===== config.mk =====
export PLATFORM = sky130hd
export DESIGN_NAME = gbi_ctrl
export DESIGN_NICKNAME = d
export VERILOG_FILES = /design/src/rtl/core/gbi_pkg.sv /design/src/rtl/core/gbi_ctrl.sv
export SDC_FILE = /design/constraint.sdc
export NUM_CORES = 1
export LEC_CHECK = 0
export BUFFER_PORTS_ARGS = -buffer_cell sky130_fd_sc_hd__buf_4
export CORE_MARGIN = 4
export CORE_UTILIZATION = 53
export DETAILED_ROUTE_END_ITERATION = 7
export GPL_TIMING_DRIVEN = 0
export PLACE_DENSITY = 0.81
export SETUP_SLACK_MARGIN = 0.1
export SYNTH_ARGS = -nofsm -noshare
export SYNTH_HDL_FRONTEND = slang
export SYNTH_SLANG_ARGS = --single-unit

===== constraint.sdc =====
create_clock -name i_clk -period 1.3 [get_ports i_clk]
set_input_delay 0 -clock i_clk [delete_from_list [all_inputs] [get_ports i_clk]]
set_output_delay 0 -clock i_clk [all_outputs]
set_load 0.02 [all_outputs]

===== src/rtl/core/gbi_pkg.sv =====
// ----------------------------------------------------------------------------
// gbi_pkg
// Shared types, operation codes and datapath command codes for the gravity
// body integrator.
// ----------------------------------------------------------------------------
package gbi_pkg;

    // Operation codes carried in the input item.
    localparam logic [2:0] OP_LOAD   = 3'd0;
    localparam logic [2:0] OP_ATTRACT = 3'd1;
    localparam logic [2:0] OP_VEL    = 3'd2;
    localparam logic [2:0] OP_POS    = 3'd3;
    localparam logic [2:0] OP_CLRACC = 3'd4;

    // Configuration register indexes.
    localparam logic CFG_GAIN = 1'b0;
    localparam logic CFG_STEP = 1'b1;

    // Datapath command codes.
    typedef logic [4:0] t_cmd_code;
    localparam t_cmd_code C_IDLE      = 5'd0;
    localparam t_cmd_code C_LATCH     = 5'd1;
    localparam t_cmd_code C_LOAD      = 5'd2;
    localparam t_cmd_code C_CLRACC    = 5'd3;
    localparam t_cmd_code C_DIFF      = 5'd4;
    localparam t_cmd_code C_MUL_DX    = 5'd5;
    localparam t_cmd_code C_MUL_DY    = 5'd6;
    localparam t_cmd_code C_SUM       = 5'd7;
    localparam t_cmd_code C_SQ_INIT   = 5'd8;
    localparam t_cmd_code C_SQ_STEP   = 5'd9;
    localparam t_cmd_code C_CDIV_INIT = 5'd10;
    localparam t_cmd_code C_DIV_STEP  = 5'd11;
    localparam t_cmd_code C_P_LO      = 5'd12;
    localparam t_cmd_code C_P_HI      = 5'd13;
    localparam t_cmd_code C_MDIV_INIT = 5'd14;
    localparam t_cmd_code C_ACC       = 5'd15;
    localparam t_cmd_code C_VMUL      = 5'd16;
    localparam t_cmd_code C_VADD      = 5'd17;
    localparam t_cmd_code C_PM1       = 5'd18;
    localparam t_cmd_code C_PM2       = 5'd19;
    localparam t_cmd_code C_PM3       = 5'd20;
    localparam t_cmd_code C_PM4       = 5'd21;
    localparam t_cmd_code C_PM5       = 5'd22;
    localparam t_cmd_code C_PUBLISH   = 5'd23;

    // Iteration counts of the shared square root and divider steps.
    localparam logic [5:0] SQ_STEPS   = 6'd32;
    localparam logic [5:0] CDIV_STEPS = 6'd32;
    localparam logic [5:0] MDIV_STEPS = 6'd33;

    // Command from the controller to the datapath.
    typedef struct packed {
        t_cmd_code code;
        logic      axis;   // 0 selects x, 1 selects y
    } t_dp_cmd;

    // Status from the datapath to the controller.
    typedef struct packed {
        logic zero_dist;
    } t_dp_status;

    // Saturate a signed 64-bit value to the signed 32-bit range.
    function automatic logic signed [31:0] sat32(input logic signed [63:0] v);
        logic signed [31:0] res;
        if (v > 64'sh0000_0000_7FFF_FFFF) begin
            res = 32'sh7FFF_FFFF;
        end else if (v < -64'sh0000_0000_8000_0000) begin
            res = 32'sh8000_0000;
        end else begin
            res = v[31:0];
        end
        return res;
    endfunction

    // Magnitude of a signed 32-bit value as unsigned 32 bits.
    function automatic logic [31:0] mag32(input logic signed [31:0] v);
        logic [31:0] res;
        res = v[31] ? 32'(-v) : 32'(v);
        return res;
    endfunction

endpackage


===== src/rtl/core/gbi_ctrl.sv =====
// ----------------------------------------------------------------------------
// gbi_ctrl
// Sequencer for the gravity body integrator: accepts an item, steps the
// datapath through the operation and hands the result to the output register.
// ----------------------------------------------------------------------------
module gbi_ctrl
    import gbi_pkg::*;
(
    input  logic       i_clk,
    input  logic       i_rst_n,
    input  logic       i_in_valid,
    input  logic [2:0] i_in_op,
    output logic       o_in_ready,
    input  logic       i_out_ready,
    output logic       o_out_valid,
    input  t_dp_status i_status,
    output t_dp_cmd    o_cmd
);

    localparam logic [4:0] S_IDLE = 5'd0;
    localparam logic [4:0] S_DISP = 5'd1;
    localparam logic [4:0] S_ZCHK = 5'd2;
    localparam logic [4:0] S_MDY  = 5'd3;
    localparam logic [4:0] S_SUM  = 5'd4;
    localparam logic [4:0] S_SQI  = 5'd5;
    localparam logic [4:0] S_SQ   = 5'd6;
    localparam logic [4:0] S_CDI  = 5'd7;
    localparam logic [4:0] S_CDIV = 5'd8;
    localparam logic [4:0] S_PLO  = 5'd9;
    localparam logic [4:0] S_PHI  = 5'd10;
    localparam logic [4:0] S_MDI  = 5'd11;
    localparam logic [4:0] S_MDIV = 5'd12;
    localparam logic [4:0] S_ACC  = 5'd13;
    localparam logic [4:0] S_VMUL = 5'd14;
    localparam logic [4:0] S_VADD = 5'd15;
    localparam logic [4:0] S_PM1  = 5'd16;
    localparam logic [4:0] S_PM2  = 5'd17;
    localparam logic [4:0] S_PM3  = 5'd18;
    localparam logic [4:0] S_PM4  = 5'd19;
    localparam logic [4:0] S_PM5  = 5'd20;
    localparam logic [4:0] S_FIN  = 5'd21;

    logic [4:0] r_state, n_state;
    logic [5:0] r_cnt, n_cnt;
    logic       r_axis, n_axis;
    logic [2:0] r_op, n_op;
    logic       r_out_valid, n_out_valid;
    logic       in_fire;
    logic       out_free;

    assign in_fire  = i_in_valid && (r_state == S_IDLE);
    assign out_free = !r_out_valid || i_out_ready;

    // Next state and command decode.
    always_comb begin
        n_state     = r_state;
        n_cnt       = r_cnt;
        n_axis      = r_axis;
        n_op        = r_op;
        n_out_valid = r_out_valid && !i_out_ready;
        o_cmd.code  = C_IDLE;
        o_cmd.axis  = r_axis;
        unique case (r_state)
            S_IDLE: begin
                if (in_fire) begin
                    o_cmd.code = C_LATCH;
                    n_op       = i_in_op;
                    n_state    = S_DISP;
                end
            end
            S_DISP: begin
                n_axis = 1'b0;
                priority if (r_op == OP_LOAD) begin
                    o_cmd.code = C_LOAD;
                    n_state    = S_FIN;
                end else if (r_op == OP_CLRACC) begin
                    o_cmd.code = C_CLRACC;
                    n_state    = S_FIN;
                end else if (r_op == OP_ATTRACT) begin
                    o_cmd.code = C_DIFF;
                    n_state    = S_ZCHK;
                end else if (r_op == OP_VEL) begin
                    n_state = S_VMUL;
                end else if (r_op == OP_POS) begin
                    n_state = S_PM1;
                end else begin
                    n_state = S_FIN;
                end
            end
            S_ZCHK: begin
                if (i_status.zero_dist) begin
                    n_state = S_FIN;
                end else begin
                    o_cmd.code = C_MUL_DX;
                    n_state    = S_MDY;
                end
            end
            S_MDY: begin
                o_cmd.code = C_MUL_DY;
                n_state    = S_SUM;
            end
            S_SUM: begin
                o_cmd.code = C_SUM;
                n_state    = S_SQI;
            end
            S_SQI: begin
                o_cmd.code = C_SQ_INIT;
                n_cnt      = '0;
                n_state    = S_SQ;
            end
            S_SQ: begin
                o_cmd.code = C_SQ_STEP;
                n_cnt      = r_cnt + 6'd1;
                if (r_cnt == SQ_STEPS - 6'd1) begin
                    n_state = S_CDI;
                end
            end
            S_CDI: begin
                o_cmd.code = C_CDIV_INIT;
                n_cnt      = '0;
                n_state    = S_CDIV;
            end
            S_CDIV: begin
                o_cmd.code = C_DIV_STEP;
                n_cnt      = r_cnt + 6'd1;
                if (r_cnt == CDIV_STEPS - 6'd1) begin
                    n_state = S_PLO;
                end
            end
            S_PLO: begin
                o_cmd.code = C_P_LO;
                n_state    = S_PHI;
            end
            S_PHI: begin
                o_cmd.code = C_P_HI;
                n_state    = S_MDI;
            end
            S_MDI: begin
                o_cmd.code = C_MDIV_INIT;
                n_cnt      = '0;
                n_state    = S_MDIV;
            end
            S_MDIV: begin
                o_cmd.code = C_DIV_STEP;
                n_cnt      = r_cnt + 6'd1;
                if (r_cnt == MDIV_STEPS - 6'd1) begin
                    n_state = S_ACC;
                end
            end
            S_ACC: begin
                o_cmd.code = C_ACC;
                n_axis     = 1'b1;
                n_state    = r_axis ? S_FIN : S_CDI;
            end
            S_VMUL: begin
                o_cmd.code = C_VMUL;
                n_state    = S_VADD;
            end
            S_VADD: begin
                o_cmd.code = C_VADD;
                n_axis     = 1'b1;
                n_state    = r_axis ? S_FIN : S_VMUL;
            end
            S_PM1: begin
                o_cmd.code = C_PM1;
                n_state    = S_PM2;
            end
            S_PM2: begin
                o_cmd.code = C_PM2;
                n_state    = S_PM3;
            end
            S_PM3: begin
                o_cmd.code = C_PM3;
                n_state    = S_PM4;
            end
            S_PM4: begin
                o_cmd.code = C_PM4;
                n_state    = S_PM5;
            end
            S_PM5: begin
                o_cmd.code = C_PM5;
                n_axis     = 1'b1;
                n_state    = r_axis ? S_FIN : S_PM1;
            end
            S_FIN: begin
                if (out_free) begin
                    o_cmd.code  = C_PUBLISH;
                    n_out_valid = 1'b1;
                    n_state     = S_IDLE;
                end
            end
            default: begin
                n_state = S_IDLE;
            end
        endcase
    end

    // Control registers.
    always_ff @(posedge i_clk) begin
        if (!i_rst_n) begin
            r_state     <= S_IDLE;
            r_cnt       <= '0;
            r_axis      <= 1'b0;
            r_op        <= OP_LOAD;
            r_out_valid <= 1'b0;
        end else begin
            r_state     <= n_state;
            r_cnt       <= n_cnt;
            r_axis      <= n_axis;
            r_op        <= n_op;
            r_out_valid <= n_out_valid;
        end
    end

    assign o_in_ready  = (r_state == S_IDLE);
    assign o_out_valid = r_out_valid;

endmodule


==> flow_summary_export.csv <==
group,metric,value,unit
critical_path,crit_arrival,1.73,ns
yosys,synth_seq_cells,16,
yosys,postSynthAreaPerCell,7.70,µm²
critical_path,crit_path_end_kind,"primary output",
clock_tree,cts_buffers,3,
critical_path,cpMostUsedCell,"buf_6",
flow_run,drv_cap,0,
clock_tree,path_clk_slew,0.12,ns
placement,post-place-ws,-0.221,ns
placement,dp_hpwl,3.10,mm
critical_path,crit_cells,6,
floorplan,rows,18,
clock_tree,cts_tree,"done",
route,avgRoutedWirePerCell,21.8,µm
critical_path,r2r_start,"r_state[1]",
global_route,grt_pass1_vias,1784,
clock_tree,clkLatencyLatePin,0.32,ns
yosys,yosysTopAreaCellShare,21.9,%
floorplan,core_region_area,0.00254,mm²
sta,layout_setup_ws,-0.426,ns
finish,layout_commonest_cell,"buf_4",
finish,layout_common_cells,"buf_4, buf_6, nor2_1",
route,first_pass_iters,6,
run_status,outcome,"finished, violations left",
power,p_per_area,2170,mW/mm²
route,drc,0,
yosys,synth_cell_type_count,68,
route,dr.max_layer_used,"met4",
clock_tree,htree_levels,1,
route,routed-wl-met3,708,µm
finish,antenna_cells,0,
placement,gp_congestion,0.936,
critical_path,cp_num_buf_inv,2,
route,wirelength,5.90,mm
yosys,ys_seq_area_share,21.9,%
global_route,overflow,0,
critical_path,path_class,"flop to primary output",
critical_path,crit_slowest_cell,"or3_4",
critical_path,r2r_end,"r_cnt[4]",
sta,slew_headroom,59.4,%
critical_path,worstPathRequired,1.30,ns
power,p_leak,0.902,nW
yosys,synth_edf_count,0,
sta,tightest_slew,0.609,ns
finish,final_nets,252,
yosys,synthTopCellsByArea,"dfxtp_1, a21oi_1, nor2_1",
critical_path,rr_worst_depth,6,
route,ant_nets,0,
floorplan,num_io_pins,16,
power,vdd_drop_max,2.09,mV
route,drtIter0Drc,321,
route,vias,1896,
critical_path,critPathMaxFanout,9,
sta,fin_crit,1.73,ns
sta,hold_viol,0,
critical_path,cpPeakStageDelay,0.43,ns
critical_path,path_cells,"buf_6, or3_4, nor2_4, nand3_1, nand4_1, buf_6",
critical_path,cp-endpoint,"o_cmd[1]",
yosys,yosys.area.top_type,"dfxtp_1",
global_route,track_usage,32.8,%
hold_path,hold_path.class,"primary input to flop",
yosys,yosysWarnings,0,
sta,setup_viol,21,
finish,stdcell_area,0.00222,mm²
sta,fin_worst_skew,0.0204,ns
clock_tree,clockBufferDepth,2,
finish,syn_to_final_growth,51.5,%
sta,tns,-6.59,ns
route,dr_wl_met2,2.66,mm
clock_tree,clkSinkCount,16,
route,m1WireLength,2.14,mm
sta,whs,0.00682,ns
sta,slew_viol_final,0,
critical_path,worstSetupStartpoint,"r_state[4]",
global_route,grt_pass1_wl,8.81,mm
sta,fin_crit_sh,133,%
route,vias_per_cell,7.00,
run_status,violations,"setup timing",
floorplan,die_w,60.6,µm
sta,rsz0062_at_grt,"true",
yosys,async_flop_share,0,%
yosys,synth_ff_type,"dfxtp_1",
critical_path,cp_top_family,"simple AND/OR/NAND/NOR gates",
placement,io_buffer_count,15,
sta,clock.fmax,0.579,GHz
finish,drive_gt1_share,43.2,%
floorplan,die_h,60.6,µm
power,power.total,4.82,mW
floorplan,dieArea,0.00367,mm²
critical_path,startpoint_type,"flop",
yosys,netlist_area,0.00146,mm²
yosys,synth_cells,190,
critical_path,reg2reg_slack,-0.37,ns
placement,placed_area,0.00170,mm²
hold_path,hp-start,"i_in_valid",
clock_tree,ctsRootBufferMaster,"clkbuf_4",
global_route,antenna_found_initial,0,
yosys,synth_nets,200,
global_route,grt_max_degree,11,
floorplan,start_util,57.5,%
## worst reg2reg max path, stage by stage, from the launching register on
cell,delay (ns)
dfxtp_4,0.38
buf_6,0.14
buf_4,0.15
nand2b_1,0.27
a211oi_1,0.43
o21ai_1,0.11
a21oi_1,0.13
## metal layers
layer,vias to the layer above,GRT usage [%]
met5,-,0
met4,0,16.4
met3,54,7.66
met2,164,49.8
met1,859,43.4
li1,819,-
## timing repair
item | 4_1_cts | 5_1_grt
resized for setup | 26 | 28
endpoints found under the setup margin | 21 | 22
endpoints found under the hold margin | 6 | 0
setup buffers | 20 | 7
hold buffers | 5 | 0
pin swaps | 12 | 15
## through the flow
step / utilization, % / std cells
floorplan: - / 190
global placement: 66.7 / 235
detailed placement: 66.7 / 235
CTS: 80.7 / 264
global route: 87.1 / 271
finish: 87.1 / 271
## sequential cells by signal, indices dropped and copies added, names as in the netlist
name and flops:
r_cnt 6, r_axis 1, r_state 5, r_op 3, o_out_valid 1
## synthesized netlist by cell type (all sizes together) (3+ instances only)
library cell,instances
a22oi,3
nor2,17
nor2b,4
nand4,3
o21ai,12
buf,13
a21oi,14
nand3,9
nor3,4
and3,3
nand2,12
dfxtp,16
or2,3
nand2b,9
a31oi,3
nand3b,7
a211oi,4
inv,6
## where the power goes
group	switching, mW	leakage (nW)	total, mW	internal (mW)
Combinational	1.95	0.748	3.74	1.79
Sequential	0.114	0.133	0.712	0.599
Clock	0.199	0.0210	0.371	0.172
Total	2.26	0.902	4.82	2.56
## worst min path at each step
stage / end / slack [ns] / depth (start not counted)
3_3_place_gp: r_op[1] / 0.28 / 3
2_1_floorplan: r_state[1] / 0.12 / 1
4_1_cts: r_op[2] / 0.01 / 3
3_5_place_dp: r_op[1] / 0.28 / 3
6_report: r_op[2] / 0.007 / 3
5_1_grt: r_op[2] / 0.008 / 3
## final cells by class
cell class / count / area, µm²
buffer: 15 / 164
clock buffer: 4 / 36.3
fill: 126 / 328
inverter: 7 / 27.5
multi-input combinational: 152 / 1170
sequential: 16 / 334
tap: 30 / 37.5
timing repair buffer: 47 / 443
## cells by family after synthesis
family,after synthesis,synth area share [%]
adders and majority gates,2,1.71
and+or+nand+nor,81,32.6
AOI/OAI and AO/OA,66,33.5
DFF,16,21.9
buffers and inverters,22,8.38
xor gates and xnor gates,1,0.598
muxes,2,1.37
(Power assumes the default switching activity.)
